<file path="src/hw/rtl/mt64_pkg.sv">
// Shared types, constants and word functions of the 64-bit Mersenne Twister generator.
package mt64_pkg;

    localparam int STATE_WORDS  = 312;
    localparam int MID_OFFSET   = 156;
    localparam int KEY_DEPTH_DEF = 512;
    localparam int SW_W         = 9;

    localparam logic [SW_W-1:0] IDX_LAST      = SW_W'(STATE_WORDS - 1);
    localparam logic [SW_W-1:0] IDX_EXHAUSTED = SW_W'(STATE_WORDS);
    localparam logic [SW_W-1:0] IDX_UNSEEDED  = SW_W'(STATE_WORDS + 1);
    localparam logic [SW_W-1:0] IDX_MID       = SW_W'(MID_OFFSET);

    localparam logic [63:0] TWIST_MATRIX = 64'hB5026F5AA96619E9;
    localparam logic [63:0] UPPER_BITS   = 64'hFFFFFFFF80000000;
    localparam logic [63:0] LOWER_BITS   = 64'h000000007FFFFFFF;
    localparam logic [63:0] MUL_SEED_K   = 64'h5851F42D4C957F2D;
    localparam logic [63:0] MUL_KEY1_K   = 64'h369DEA0F31A53F85;
    localparam logic [63:0] MUL_KEY2_K   = 64'h27BB2EE687B0B0FD;
    localparam logic [63:0] KEY_BASE_SEED = 64'd19650218;
    localparam logic [63:0] DEFAULT_SEED = 64'd5489;
    localparam logic [63:0] KEY_FINAL_W0 = 64'h8000000000000000;
    localparam logic [63:0] TEMPER_B     = 64'h5555555555555555;
    localparam logic [63:0] TEMPER_C     = 64'h71D67FFFEDA60000;
    localparam logic [63:0] TEMPER_D     = 64'hFFF7EEE000000000;

    typedef enum logic [1:0] {
        CMD_SEED      = 2'd0,
        CMD_LOAD_KEY  = 2'd1,
        CMD_APPLY_KEY = 2'd2,
        CMD_GENERATE  = 2'd3
    } t_command;

    typedef enum logic [1:0] {
        MUL_SEED,
        MUL_KEY1,
        MUL_KEY2
    } t_mul_sel;

    typedef enum logic [1:0] {
        AFT_IDLE,
        AFT_KEY,
        AFT_GEN
    } t_after;

    typedef enum logic [4:0] {
        ST_IDLE,
        ST_SD_INIT,
        ST_SD_MUL,
        ST_SD_WAIT,
        ST_K1_INIT,
        ST_K1_RD,
        ST_K1_WAIT,
        ST_K1_WRAP,
        ST_K2_INIT,
        ST_K2_RD,
        ST_K2_WAIT,
        ST_K2_WRAP,
        ST_K_FIN,
        ST_TW_RD0,
        ST_TW_CAP,
        ST_TW_RNX,
        ST_TW_RFR,
        ST_TW_WR,
        ST_GEN_RD,
        ST_GEN_OUT
    } t_state;

    typedef struct packed {
        logic     sd_init;
        logic     sd_step;
        logic     mul_start;
        t_mul_sel mul_sel;
        logic     k_init;
        logic     kx_read;
        logic     k1_step;
        logic     k2_init;
        logic     k2_step;
        logic     k_wrap;
        logic     k_fin;
        logic     tw_rd0;
        logic     tw_cap;
        logic     tw_rnx;
        logic     tw_rfr;
        logic     tw_wr;
        logic     gen_rd;
        logic     gen_out;
    } t_dp_cmd;

    typedef struct packed {
        logic mul_done;
        logic i_last;
        logic k_last;
        logic k_zero;
        logic unseeded;
        logic exhausted;
        logic key_empty;
        logic out_free;
    } t_dp_status;

    function automatic logic [63:0] fold_word(input logic [63:0] p);
        return p ^ (p >> 62);
    endfunction

    function automatic logic [63:0] mix_word(input logic [63:0] a, input logic [63:0] b,
                                             input logic [63:0] far);
        logic [63:0] x;
        x = (a & UPPER_BITS) | (b & LOWER_BITS);
        return far ^ (x >> 1) ^ (x[0] ? TWIST_MATRIX : 64'd0);
    endfunction

    function automatic logic [63:0] temper_word(input logic [63:0] w);
        logic [63:0] x;
        x = w;
        x = x ^ ((x >> 29) & TEMPER_B);
        x = x ^ ((x << 17) & TEMPER_C);
        x = x ^ ((x << 37) & TEMPER_D);
        x = x ^ (x >> 43);
        return x;
    endfunction

endpackage

</file>
<file path="src/hw/rtl/mt64_ctrl.sv">
// Controller state machine sequencing seeding, key seeding, twist and output.
module mt64_ctrl (
    input  logic                 i_clk,
    input  logic                 i_rst_n,
    input  logic                 i_in_valid,
    input  mt64_pkg::t_command   i_command,
    input  mt64_pkg::t_dp_status i_status,
    output logic                 o_in_ready,
    output mt64_pkg::t_dp_cmd    o_cmd
);
    import mt64_pkg::*;

    t_state r_state;
    t_state n_state;
    t_after r_after;
    t_after n_after;
    logic   w_accept;

    assign o_in_ready = (r_state == ST_IDLE);
    assign w_accept   = i_in_valid && o_in_ready;

    always_ff @(posedge i_clk) begin
        if (!i_rst_n) begin
            r_state <= ST_IDLE;
            r_after <= AFT_IDLE;
        end else begin
            r_state <= n_state;
            r_after <= n_after;
        end
    end

    always_comb begin
        n_state = r_state;
        n_after = r_after;
        case (r_state)
            ST_IDLE: begin
                if (w_accept) begin
                    case (i_command)
                        CMD_SEED: begin
                            n_after = AFT_IDLE;
                            n_state = ST_SD_INIT;
                        end
                        CMD_APPLY_KEY: begin
                            if (!i_status.key_empty) begin
                                n_after = AFT_KEY;
                                n_state = ST_SD_INIT;
                            end
                        end
                        CMD_GENERATE: begin
                            if (i_status.unseeded) begin
                                n_after = AFT_GEN;
                                n_state = ST_SD_INIT;
                            end else if (i_status.exhausted) begin
                                n_state = ST_TW_RD0;
                            end else begin
                                n_state = ST_GEN_RD;
                            end
                        end
                        default: n_state = ST_IDLE;
                    endcase
                end
            end
            ST_SD_INIT: n_state = ST_SD_MUL;
            ST_SD_MUL:  n_state = ST_SD_WAIT;
            ST_SD_WAIT: begin
                if (i_status.mul_done) begin
                    if (!i_status.i_last) begin
                        n_state = ST_SD_MUL;
                    end else begin
                        case (r_after)
                            AFT_KEY: n_state = ST_K1_INIT;
                            AFT_GEN: n_state = ST_TW_RD0;
                            default: n_state = ST_IDLE;
                        endcase
                    end
                end
            end
            ST_K1_INIT: n_state = ST_K1_RD;
            ST_K1_RD:   n_state = ST_K1_WAIT;
            ST_K1_WAIT: begin
                if (i_status.mul_done) begin
                    if (i_status.i_last) begin
                        n_state = ST_K1_WRAP;
                    end else if (i_status.k_last) begin
                        n_state = ST_K2_INIT;
                    end else begin
                        n_state = ST_K1_RD;
                    end
                end
            end
            ST_K1_WRAP: n_state = i_status.k_zero ? ST_K2_INIT : ST_K1_RD;
            ST_K2_INIT: n_state = ST_K2_RD;
            ST_K2_RD:   n_state = ST_K2_WAIT;
            ST_K2_WAIT: begin
                if (i_status.mul_done) begin
                    if (i_status.i_last) begin
                        n_state = ST_K2_WRAP;
                    end else if (i_status.k_last) begin
                        n_state = ST_K_FIN;
                    end else begin
                        n_state = ST_K2_RD;
                    end
                end
            end
            ST_K2_WRAP: n_state = i_status.k_zero ? ST_K_FIN : ST_K2_RD;
            ST_K_FIN:   n_state = ST_IDLE;
            ST_TW_RD0:  n_state = ST_TW_CAP;
            ST_TW_CAP:  n_state = ST_TW_RNX;
            ST_TW_RNX:  n_state = ST_TW_RFR;
            ST_TW_RFR:  n_state = ST_TW_WR;
            ST_TW_WR:   n_state = i_status.i_last ? ST_GEN_RD : ST_TW_RNX;
            ST_GEN_RD:  n_state = ST_GEN_OUT;
            ST_GEN_OUT: begin
                if (i_status.out_free) begin
                    n_state = ST_IDLE;
                end
            end
            default: n_state = ST_IDLE;
        endcase
    end

    always_comb begin
        o_cmd = '0;
        case (r_state)
            ST_SD_INIT: o_cmd.sd_init = 1'b1;
            ST_SD_MUL: begin
                o_cmd.mul_start = 1'b1;
                o_cmd.mul_sel   = MUL_SEED;
            end
            ST_SD_WAIT: o_cmd.sd_step = i_status.mul_done;
            ST_K1_INIT: o_cmd.k_init = 1'b1;
            ST_K1_RD: begin
                o_cmd.kx_read   = 1'b1;
                o_cmd.mul_start = 1'b1;
                o_cmd.mul_sel   = MUL_KEY1;
            end
            ST_K1_WAIT: o_cmd.k1_step = i_status.mul_done;
            ST_K1_WRAP: o_cmd.k_wrap = 1'b1;
            ST_K2_INIT: o_cmd.k2_init = 1'b1;
            ST_K2_RD: begin
                o_cmd.kx_read   = 1'b1;
                o_cmd.mul_start = 1'b1;
                o_cmd.mul_sel   = MUL_KEY2;
            end
            ST_K2_WAIT: o_cmd.k2_step = i_status.mul_done;
            ST_K2_WRAP: o_cmd.k_wrap = 1'b1;
            ST_K_FIN:   o_cmd.k_fin = 1'b1;
            ST_TW_RD0:  o_cmd.tw_rd0 = 1'b1;
            ST_TW_CAP:  o_cmd.tw_cap = 1'b1;
            ST_TW_RNX:  o_cmd.tw_rnx = 1'b1;
            ST_TW_RFR:  o_cmd.tw_rfr = 1'b1;
            ST_TW_WR:   o_cmd.tw_wr = 1'b1;
            ST_GEN_RD:  o_cmd.gen_rd = 1'b1;
            ST_GEN_OUT: o_cmd.gen_out = 1'b1;
            default:    o_cmd = '0;
        endcase
    end
endmodule

</file>
<file path="config.mk">
export PLATFORM = sky130hd
export DESIGN_NAME = mt64_ctrl
export DESIGN_NICKNAME = d
export VERILOG_FILES = /design/src/hw/rtl/mt64_pkg.sv /design/src/hw/rtl/mt64_ctrl.sv
export SDC_FILE = /design/constraint.sdc
export NUM_CORES = 1
export LEC_CHECK = 0
export BUFFER_PORTS_ARGS = -buffer_cell sky130_fd_sc_hd__buf_2
export CORE_MARGIN = 2
export CORE_UTILIZATION = 40
export DETAILED_ROUTE_END_ITERATION = 8
export PLACE_DENSITY_LB_ADDON = 0.12
export SETUP_SLACK_MARGIN = 0.5
export SYNTH_ARGS = -nofsm -noshare
export SYNTH_HDL_FRONTEND = slang
export SYNTH_SLANG_ARGS = --single-unit
</file>
<file path="constraint.sdc">
create_clock -name i_clk -period 4.5 [get_ports i_clk]
set_input_delay 0.225 -clock i_clk [delete_from_list [all_inputs] [get_ports i_clk]]
set_output_delay 0.225 -clock i_clk [all_outputs]
set_load 0.01 [all_outputs]
</file>
* Word-level counts from Yosys, hierarchy flattened
Cells that the tools add are included.
Operators by class: bitwise gates (word level) 0, shift operators 0, order comparisons 0, multiply operators 0, reduce and logical (&&, ||, !) cells 8, $add $sub $neg 0, divide/modulo/power cells 0, muxes and demuxes 39, eq/ne operators 31
Operators by type and width (count):
- case mux 5 bit (19 select lines) | 1
- two-way mux 5 bit | 9
- equality test 5 x 4 -> 1 bit (second input constant) | 8
- equality test 5 x 3 -> 1 bit (second input constant) | 4
- equality test 5 bit (second input constant) | 4
- two-way mux 1 bit | 16
- two-way mux 4 bit | 4
- case mux 5 bit (3 select lines) | 1
- inequality test 2 bit (second input constant) | 6
- equality test 5 x 2 -> 1 bit (second input constant) | 2
- two-way mux 3 bit | 3
- case mux 3 bit (3 select lines) | 1
- case mux 4 bit (2 select lines) | 1
- equality test 2 bit (second input constant) | 3
- case mux 2 bit (3 select lines) | 1
- AND reduction 6 bit | 1
- equality test 5 x 1 -> 1 bit (second input constant) | 1
- zero test 5 bit | 1
- AND reduction 5 bit | 1
- two-way mux 2 bit | 2
- OR reduction 2 bit | 2
- inequality test 3 bit (second input constant) | 1
- nonzero test 3 bit | 1
- equality test 2 x 1 -> 1 bit (second input constant) | 1
- 3 further kinds | 3
Storage, ports and cells: input bits 13, output and inout bits 20, bits in writable memories 0, memories kept 0, word-level logic and storage cells 80, bits in latches 0, bits in registers 7, bits in read-only memories 0

* Depth between registers and ports, before layout
Gate-level depths: netlist of run 1.
depth in word-level cells 5, gate-level depth with buffers 7, gate-level depth less buffers 7

* Worst setup path after synthesis of run 1
Ideal clock, no wire load.
path kind flip-flop to flip-flop, start register r_state[3], end register r_state[4], setup slack 2920 ps, path buffers 2, data arrival time 1465 ps, required time 4385 ps, library setup time 115 ps, cell stages (with the launch flop) 8, period minus slack after synthesis 1580 ps, cells stage by stage dfxtp_1 buf_6 or3b_1 buf_6 nor3_4 nor3_2 a21boi_1 o21a_1
On the way: longest elaborated chain between the ends 4, elaborated cells between the ends (all ways) 28, those cells by class 24 x eq/ne; 1 x mux; 3 x reduce/logical
Ends and longest elaborated chain:
- start, declared | line mt64_ctrl.sv:13 | t_state r_state;
- start signal, assigned | line mt64_ctrl.sv:27 | r_state <= n_state;
- zero test 5 bit | line mt64_ctrl.sv:19, mt64_ctrl.sv:35
- logical AND 1 bit | line mt64_ctrl.sv:20 | assign w_accept = i_in_valid && o_in_ready;
- inequality test 2 x 1 -> 1 bit (no line)
- AND reduction 6 bit (no line)
Several ways; a longest one is shown, not always the timed one. A chain may end at the register's enable or synchronous reset.

==> flow_summary.json, run 1 <==
{
  "status": "finished clean",
  "async_flop_share": 0,
  "track_usage": 0.201,
  "portBuffers": 32,
  "slew_headroom": 0.570,
  "root_buffer": "clkbuf_4",
  "areaGrowthSynthToFinish_pct": 12.4,
  "r2r-end": "r_state[4]",
  "endpoint_kind": "primary output",
  "worstPathCellList": "nor2b_1 -> nor2_1 -> nor4b_1 -> buf_2",
  "synth_nets": 154,
  "fin_cells": 192,
  "final_area_sq_um": 1090,
  "clock_path_buffers": 2,
  "setup-tns-final_ns": 0,
  "fillerInstances": 256,
  "postCtsSetupBuffers": 0,
  "p_total_w": 0.000417,
  "coreArea_sq_um": 2250,
  "die_y_microns": 53.2,
  "drv_cap": 0,
  "final_common_cell": "buf_2",
  "switching_share": 0.499,
  "ant_nets": 0,
  "reg2reg_depth": 5,
  "finalHoldViolations": 0,
  "dp_hpwl_microns": 1950,
  "rrSetupSlack_ns": 2.44,
  "reg2reg_from": "r_state[4]",
  "via_per_inst": 5.77,
  "drt-total-wl_microns": 2670,
  "fin_crit_ns": 2.19,
  "cts_buffers": 3,
  "dr.first_iter.drc_count": 43,
  "firstDrtPassIters": 4,
  "hold_path_class": "input port to flip-flop",
  "grt_pass1_wl_microns": 4240,
  "start_util": 0.429,
  "yosysSeqAreaShare": 0.145,
  "die_area_sq_um": 2830,
  "wl_per_cell_microns": 13.9,
  "overflow": 0,
  "synth-edff-count": 0,
  "synthesis.area_sq_um": 967,
  "dp.cells": 188,
  "hold_depth": 2,
  "synth.avg_cell_area_sq_um": 6.91,
  "power_frac_clock": 0.142,
  "clock_skew_ns": 0.000601,
  "holdPathEnd": "r_state[4]",
  "cts-hold-fix-buffers": 0,
  "io-pin-count": 33,
  "finalMaxSlewViolations": 0,
  "placementRows": 17,
  "rsz0062_at_grt": "false",
  "setup_viol": 0,
  "power_switching_w": 0.000208,
  "antenna_found_initial": 0,
  "worstPathMaxFanout": 18,
  "setup_slack_ns": 2.31,
  "cp_slowest_cell": "dfxtp_1",
  "clk_pin_slew_worst_paths_ns": 0.05,
  "synth_cell_types": 52,
  "ys_seq_elements": 7,
  "cellLeakagePower_nw": 0.478,
  "n_antenna_cell": 0,
  "p_int_w": 0.000209,
  "cts-htree-levels": 1,
  "synthFlopType": "dfxtp_1",
  "grt_pass1_vias": 938,
  "multi_input_area_sq_um": 699,
  "dpl_cell_area_sq_um": 1060,
  "grt_max_degree": 21,
  "cts.sinks": 7,
  "worstMarginPinSlew_ns": 0.645,
  "yosys_warnings": 0,
  "seq_area_sq_um": 140,
  "crit_arrival_ns": 1.97,
  "worst_ep_required_time_ns": 4.28,
  "power_density_nw_per_um2": 383,
  "post-place-ws_ns": 2.50,
  "final_cell_mix": "buf_2 (32), nor2_1 (26), nand2_1 (12), nor3_1 (9)",
  "cts_resized": 0,
  "drive_gt1_frac": 0.250,
  "seq_power_share": 0.283,
  "fin_nets": 179,
  "cts_tree": "yes",
  "hp-start": "i_rst_n",
  "combPwrFrac": 0.574,
  "route.detailed.drc": 0,
  "cp_slowest_stage_delay_ns": 0.71,
  "fmax_ghz": 0.456,
  "critPathLaunchType": "flip-flop",
  "clk_latency_ns": 0.25,
  "min_period_over_period": 0.487,
  "max-vdd-ir-drop_mv": 0.269,
  "gp_congestion": 0.816,
  "synthCells": 140,
  "critPathKind": "flip-flop to primary output",
  "fp.dieW_microns": 53.2,
  "vias": 1107
}
[final cells by class]
class,instances,area share
inverter,7,0.0242
sequential,7,0.129
multi-input combinational,114,0.643
clock buffer,4,0.0242
tap,28,0.0322
timing repair buffer,32,0.147
[cells in the mapped netlist (all sizes together) (2+ instances only)]
library cell / n / share of area
o22ai: 2 / 0.013
nor2b: 4 / 0.026
nand2: 12 / 0.047
o21ai: 5 / 0.026
o31ai: 2 / 0.016
a21boi: 2 / 0.016
nand3b: 2 / 0.016
inv: 7 / 0.027
a21oi: 6 / 0.031
o211a: 3 / 0.031
buf: 9 / 0.079
nor4b: 3 / 0.034
clkbuf: 3 / 0.026
a211oi: 3 / 0.028
or3b: 2 / 0.018
nand4b: 2 / 0.018
nor2: 26 / 0.10
or3: 2 / 0.013
nor4: 2 / 0.013
or2: 2 / 0.013
a31oi: 3 / 0.019
dfxtp: 7 / 0.14
nor3: 11 / 0.074
[stage by stage]
step | utilization | hold slack [ns]
global placement | 0.471 | 0.488
finish | 0.482 | 0.243
detailed placement | 0.471 | 0.493
global route | 0.482 | 0.237
CTS | 0.482 | 0.238
floorplan | - | 0.343
[worst max-delay path: cells and delay by family, from the launching register on]
kind                   cells  cell delay (ns)
and+or+nand+nor            3             0.81
buffers and inverters      1             0.18
DFF                        1             0.71
[state kept, by name, indices dropped and copies added, names as in the netlist]
signal	flops
r_state	5
r_after	2
[per-layer routing]
| metal | track usage | share of wire | wire [microns] |
|---|---|---|---|
| met5 | 0 | 0 | 0 |
| met2 | 0.310 | 0.49 | 1320 |
| met1 | 0.277 | 0.46 | 1230 |
| met3 | 0.0254 | 0.046 | 122 |
| met4 | 0.0855 | 0.0022 | 6 |
[power by group through the flow]
stage,registers (W),clock network [W],logic (W)
3_5_place_dp,0.000117,0,0.000236
6_report,0.000118,0.0000593,0.000239
5_1_grt,0.000123,0.0000670,0.000263
2_1_floorplan,0.0000821,0,0.000232
4_1_cts,0.000116,0.0000606,0.000238
3_3_place_gp,0.000116,0,0.000238
[worst max path at each step]
| stage | start | depth (start not counted) | endpoint | slack (ns) |
|---|---|---|---|---|
| 2_1_floorplan | r_state[3] | 7 | r_state[4] | 2.92 |
| 3_3_place_gp | r_state[4] | 5 | r_state[4] | 2.47 |
| 3_5_place_dp | r_state[4] | 5 | r_state[4] | 2.50 |
| 4_1_cts | r_state[2] | 4 | o_cmd[8] | 2.35 |
| 5_1_grt | r_state[2] | 4 | o_cmd[8] | 2.14 |
| 6_report | r_state[2] | 4 | o_cmd[8] | 2.31 |
[cell families (layout without fill, tap and decap cells)]
logic type / count (synthesis) / count (layout) / share of synthesized area
flops: 7 / 7 / 0.145
simple gates: 76 / 76 / 0.432
compound gates: 35 / 35 / 0.260
xor+xnor: 2 / 2 / 0.0181
buf+inv: 19 / 43 / 0.132
fa+ha+maj: 1 / 1 / 0.0129
No activity file was read; power rests on OpenSTA's default activity.
==> run 2: changes to the inputs <==
==> constraint.sdc (replaced) <==
create_clock -name i_clk -period 1.8 [get_ports i_clk]
set_input_delay 0.09 -clock i_clk [delete_from_list [all_inputs] [get_ports i_clk]]
set_output_delay 0.09 -clock i_clk [all_outputs]
set_load 0.01 [all_outputs]
==> run 2 against run 1 <==
Net effect: die area unchanged; via count increased by 16%; sequential share of layout area decreased by 2.3 points; register-to-register slack got worse by 2.2 ns; setup slack got worse by 2.1 ns; total power increased to 3.7 times the previous value; sequential power increased by 110%; hold slack got worse by 0.15 ns; global-route usage increased by 4.6 points; first-iteration DRC count increased by 14%.
==> flow_summary.json, run 2 (synthesis results as in run 1) <==
{
  "status": "finished clean",
  "hold_path_class": "input port to flip-flop",
  "die_y_microns": 53.2,
  "dr_wl_met3_microns": 231,
  "clk_pin_slew_worst_paths_ns": 0.05,
  "slew_headroom": 0.723,
  "drive_gt1_frac": 0.510,
  "gp_congestion": 0.844,
  "start_util": 0.429,
  "grt_pass1_vias": 1169,
  "clock_path_buffers": 2,
  "drt-total-wl_microns": 3550,
  "fin_nets": 209,
  "cellLeakagePower_nw": 0.674,
  "dp_hpwl_microns": 2330,
  "clk_latency_ns": 0.26,
  "largest_register_ffs": 5,
  "route.detailed.drc": 0,
  "post-place-ws_ns": -0.0371,
  "worstPathMaxFanout": 6,
  "clock_skew_ns": 0.000628,
  "top_register": "r_state",
  "grt_max_degree": 13,
  "die_area_sq_um": 2830,
  "rsz0062_at_grt": "true",
  "min_period_over_period": 0.894,
  "overflow": 0,
  "coreArea_sq_um": 2250,
  "finalHoldViolations": 0,
  "wirelength_met1_microns": 1470,
  "fin_crit_ns": 1.61,
  "finalMaxSlewViolations": 0,
  "endpoint_kind": "primary output",
  "fmax_ghz": 0.621,
  "max-vdd-ir-drop_mv": 0.907,
  "final_cell_mix": "buf_2 (32), nor2_1 (21), buf_4 (17), buf_6 (12), nand2_1 (11)",
  "power_density_nw_per_um2": 1030,
  "io-pin-count": 33,
  "dr.first_iter.drc_count": 49,
  "placementRows": 17,
  "ant_nets": 0,
  "final_common_cell": "buf_2",
  "crit_arrival_ns": 1.52,
  "drv_cap": 0,
  "vias": 1282,
  "track_usage": 0.247,
  "areaGrowthSynthToFinish_pct": 55.5,
  "fp.dieW_microns": 53.2,
  "via_per_inst": 5.77,
  "cts.sinks": 7,
  "fin_cells": 222,
  "cts_buffers": 3,
  "grt_pass1_wl_microns": 5200,
  "worst_ep_required_time_ns": 1.71,
  "setup_slack_ns": 0.191,
  "dp.cells": 205,
  "critPathKind": "flip-flop to primary output",
  "cts-htree-levels": 1,
  "reg_top3": "r_state (5), r_after (2)",
  "worstMarginPinSlew_ns": 0.410,
  "portBuffers": 32,
  "cts_tree": "yes",
  "root_buffer": "clkbuf_4",
  "antenna_found_initial": 0,
  "critPathLaunchType": "flip-flop",
  "wl_met2_microns": 1770,
  "setup_viol": 0,
  "n_antenna_cell": 0,
  "wl_per_cell_microns": 16.0,
  "top_layer": "met4",
  "firstDrtPassIters": 4
}
## run 2: power breakdown
part	internal (W)	switching, W
clock network	0.0000850	0.0000643
registers	0.000196	0.0000507
logic	0.000584	0.000567
## run 2: layout make-up
class,instances,area (sq um)
repair buffers,61,423
well taps,28,35.0
multi-input cells,115,835
fillers,190,751
flip-flops and latches,7,159
clock buffers,4,26.3
inverters,7,26.3
## run 2: through the flow
step	area, sq um	util	TNS (ns)	hold WS [ns]	total power [W]
after floorplan	997	-	0	0.208	0.000844
after global placement	1200	0.534	-0.00124	0.354	0.00105
after detailed placement	1200	0.534	-0.0371	0.358	0.00105
after CTS	1390	0.614	0	0.0861	0.00137
after global routing	1500	0.667	0	0.101	0.00165
final	1500	0.667	0	0.0978	0.00155
## run 2: final timing paths
| kind | slack (ns) | start | endpoint | cells after the start |
|---|---|---|---|---|
| max | 0.19 | r_state[4] | o_cmd[9] | 5 |
| min reg2reg | 0.49 | r_after[0] | r_after[0] | 2 |
| min | 0.1 | i_rst_n | r_state[4] | 2 |
| max reg2reg | 0.20 | r_state[2] | r_state[4] | 6 |
## run 2: repair_timing
action / in CTS / in global routing
gates resized for setup: 29 / 23
setup endpoints to repair: 27 / 27
setup buffers: 7 / 5
pin swaps: 6 / 12
hold buffers: 0 / 0
cloned: 1 / 0
## run 2: worst max-delay path, cell delays in order (launching register included)
cell and delay (ns):
dfxtp_4 0.36, buf_6 0.13, or3b_4 0.40, buf_6 0.14, nor3_2 0.09, buf_2 0.14
## run 2: metal layers
metal  up-vias  track usage
li1        614            -
met1       601        0.325
met2        55        0.385
met3        12       0.0424
met4         0        0.120
met5         -            0
==> run 3: changes to the inputs <==
--- a/config.mk
+++ b/config.mk
@@ -7,8 +7,9 @@
 export LEC_CHECK = 0
 export BUFFER_PORTS_ARGS = -buffer_cell sky130_fd_sc_hd__buf_2
 export CORE_MARGIN = 2
-export CORE_UTILIZATION = 40
+export CORE_UTILIZATION = 45
 export DETAILED_ROUTE_END_ITERATION = 8
+export GPL_TIMING_DRIVEN = 0
 export PLACE_DENSITY_LB_ADDON = 0.12
 export SETUP_SLACK_MARGIN = 0.5
 export SYNTH_ARGS = -nofsm -noshare
==> run 3 against run 2 <==
Net effect: register-to-register slack lost 0.19 ns; hold slack gained 0.0078 ns; clock-buffer cell count is the same; global-route usage grew 4.1 points; core utilization grew 19 points; die area shrank 10%; sequential share of layout area shrank 1.8 points; combinational power grew 12%; critical path type is now flip-flop to flip-flop.
==> flow_summary.json, run 3 (synthesis results as in run 1) <==
{
  "finalHoldViolations": 0,
  "overflow": 0,
  "clk_latency_ns": 0.26,
  "root_buffer": "clkbuf_4",
  "grt_max_degree": 11,
  "min_period_over_period": 0.993,
  "fin_cells": 236,
  "setup_viol": 0,
  "critPathLaunchType": "flip-flop",
  "grt_pass1_wl_microns": 5630,
  "fp.dieW_microns": 50.4,
  "reg_top3": "r_state (5), r_after (2)",
  "wl_per_cell_microns": 18.3,
  "vias": 1495,
  "rsz0062_at_grt": "true",
  "firstDrtPassIters": 5,
  "max-vdd-ir-drop_mv": 0.866,
  "cts_buffers": 3,
  "coreArea_sq_um": 2000,
  "endpoint_kind": "flip-flop",
  "dp.cells": 199,
  "critPathKind": "flip-flop to flip-flop",
  "fin_nets": 224,
  "cts-htree-levels": 1,
  "status": "finished clean",
  "cellLeakagePower_nw": 0.766,
  "die_y_microns": 50.4,
  "final_common_cell": "buf_2",
  "slew_headroom": 0.728,
  "clock_skew_ns": 0.00480,
  "cts-hold-fix-buffers": 0,
  "power_density_nw_per_um2": 973,
  "n_antenna_cell": 0,
  "worstPathMaxFanout": 8,
  "crit_start": "r_state[3]",
  "drv_cap": 0,
  "route.detailed.drc": 0,
  "track_usage": 0.287,
  "post-place-ws_ns": -0.0326,
  "via_per_inst": 6.33,
  "cts.sinks": 7,
  "antenna_found_initial": 0,
  "io-pin-count": 33,
  "cts_tree": "yes",
  "gp_congestion": 0.856,
  "clk_pin_slew_worst_paths_ns": 0.05,
  "finalMaxSlewViolations": 0,
  "areaGrowthSynthToFinish_pct": 76.5,
  "dr.first_iter.drc_count": 90,
  "dpl_cell_area_sq_um": 1190,
  "drt-total-wl_microns": 4330,
  "grt_pass1_vias": 1205,
  "final_cell_mix": "buf_2 (33), buf_4 (21), buf_6 (16), nor2_1 (16), nand2_1 (11)",
  "reg2reg_depth": 7,
  "worst_ep_required_time_ns": 1.98,
  "top_register": "r_state",
  "clock_path_buffers": 2,
  "largest_register_ffs": 5,
  "drive_gt1_frac": 0.560,
  "start_util": 0.483,
  "hold_path_class": "input port to flip-flop",
  "fin_crit_ns": 1.79,
  "crit_path_end": "r_state[2]",
  "final_area_sq_um": 1710,
  "r2r-end": "r_state[2]",
  "portBuffers": 32,
  "crit_arrival_ns": 1.96,
  "p_total_w": 0.00166,
  "die_area_sq_um": 2540,
  "ant_nets": 0,
  "setup_slack_ns": 0.0131,
  "reg2reg_from": "r_state[3]",
  "fmax_ghz": 0.560,
  "dp_hpwl_microns": 2140,
  "finalCoreUtilization": 0.853,
  "worstMarginPinSlew_ns": 0.407,
  "rrSetupSlack_ns": 0.01,
  "placementRows": 16
}
-- run 3: through the flow --
stage	hold WS, ns	TNS, ns
final	0.106	0
after global routing	0.0944	-0.0328
after CTS	0.0990	0
after detailed placement	0.365	-0.0326
after global placement	0.361	-0.0147
after floorplan	0.208	0
-- run 3: cell type report --
type	count	area, sq um
multi-input combinational	114	852
timing repair buffer	65	477
fill	102	295
sequential	7	149
buffer	12	143
tap	27	33.8
clock buffer	4	26.3
inverter	7	26.3
-- run 3: power by group --
| part | internal, W | total [W] | switching (W) |
|---|---|---|---|
| sequential | 0.000190 | 0.000221 | 0.0000310 |
| combinational | 0.000633 | 0.00129 | 0.000659 |
| clock | 0.0000849 | 0.000148 | 0.0000627 |
| total | 0.000907 | 0.00166 | 0.000752 |
-- run 3: worst min-delay path by stage --
stage / startpoint / endpoint / slack (ns) / depth (start not counted)
global route: i_rst_n / r_state[4] / 0.09 / 2
detailed placement: i_rst_n / r_state[4] / 0.36 / 2
CTS: i_rst_n / r_state[4] / 0.1 / 2
finish: i_rst_n / r_state[4] / 0.11 / 2
floorplan: i_rst_n / r_state[4] / 0.21 / 1
global placement: i_rst_n / r_state[4] / 0.36 / 2
-- run 3: layer usage --
| layer | up-vias | wire length, microns | GRT usage |
|---|---|---|---|
| met5 | - | 0 | 0 |
| met4 | 0 | 140 | 0.0946 |
| met3 | 27 | 541 | 0.0744 |
| met2 | 139 | 2050 | 0.493 |
| met1 | 685 | 1590 | 0.346 |
| li1 | 644 | - | - |
-- run 3: repair_timing --
item | 4_1_cts | 5_1_grt
pin swaps | 17 | 17
gates cloned | 2 | 0
resized for setup | 37 | 19
endpoints found under the setup margin | 27 | 27
buffers inserted | 15 | 16
-- run 3: critical path, stage by stage (launching register included) --
cell and delay, ns:
dfxtp_2 0.33, buf_6 0.13, or3b_4 0.39, buf_6 0.14, o32a_1 0.30, nor2_1 0.16
nor4b_2 0.08, o22ai_1 0.17
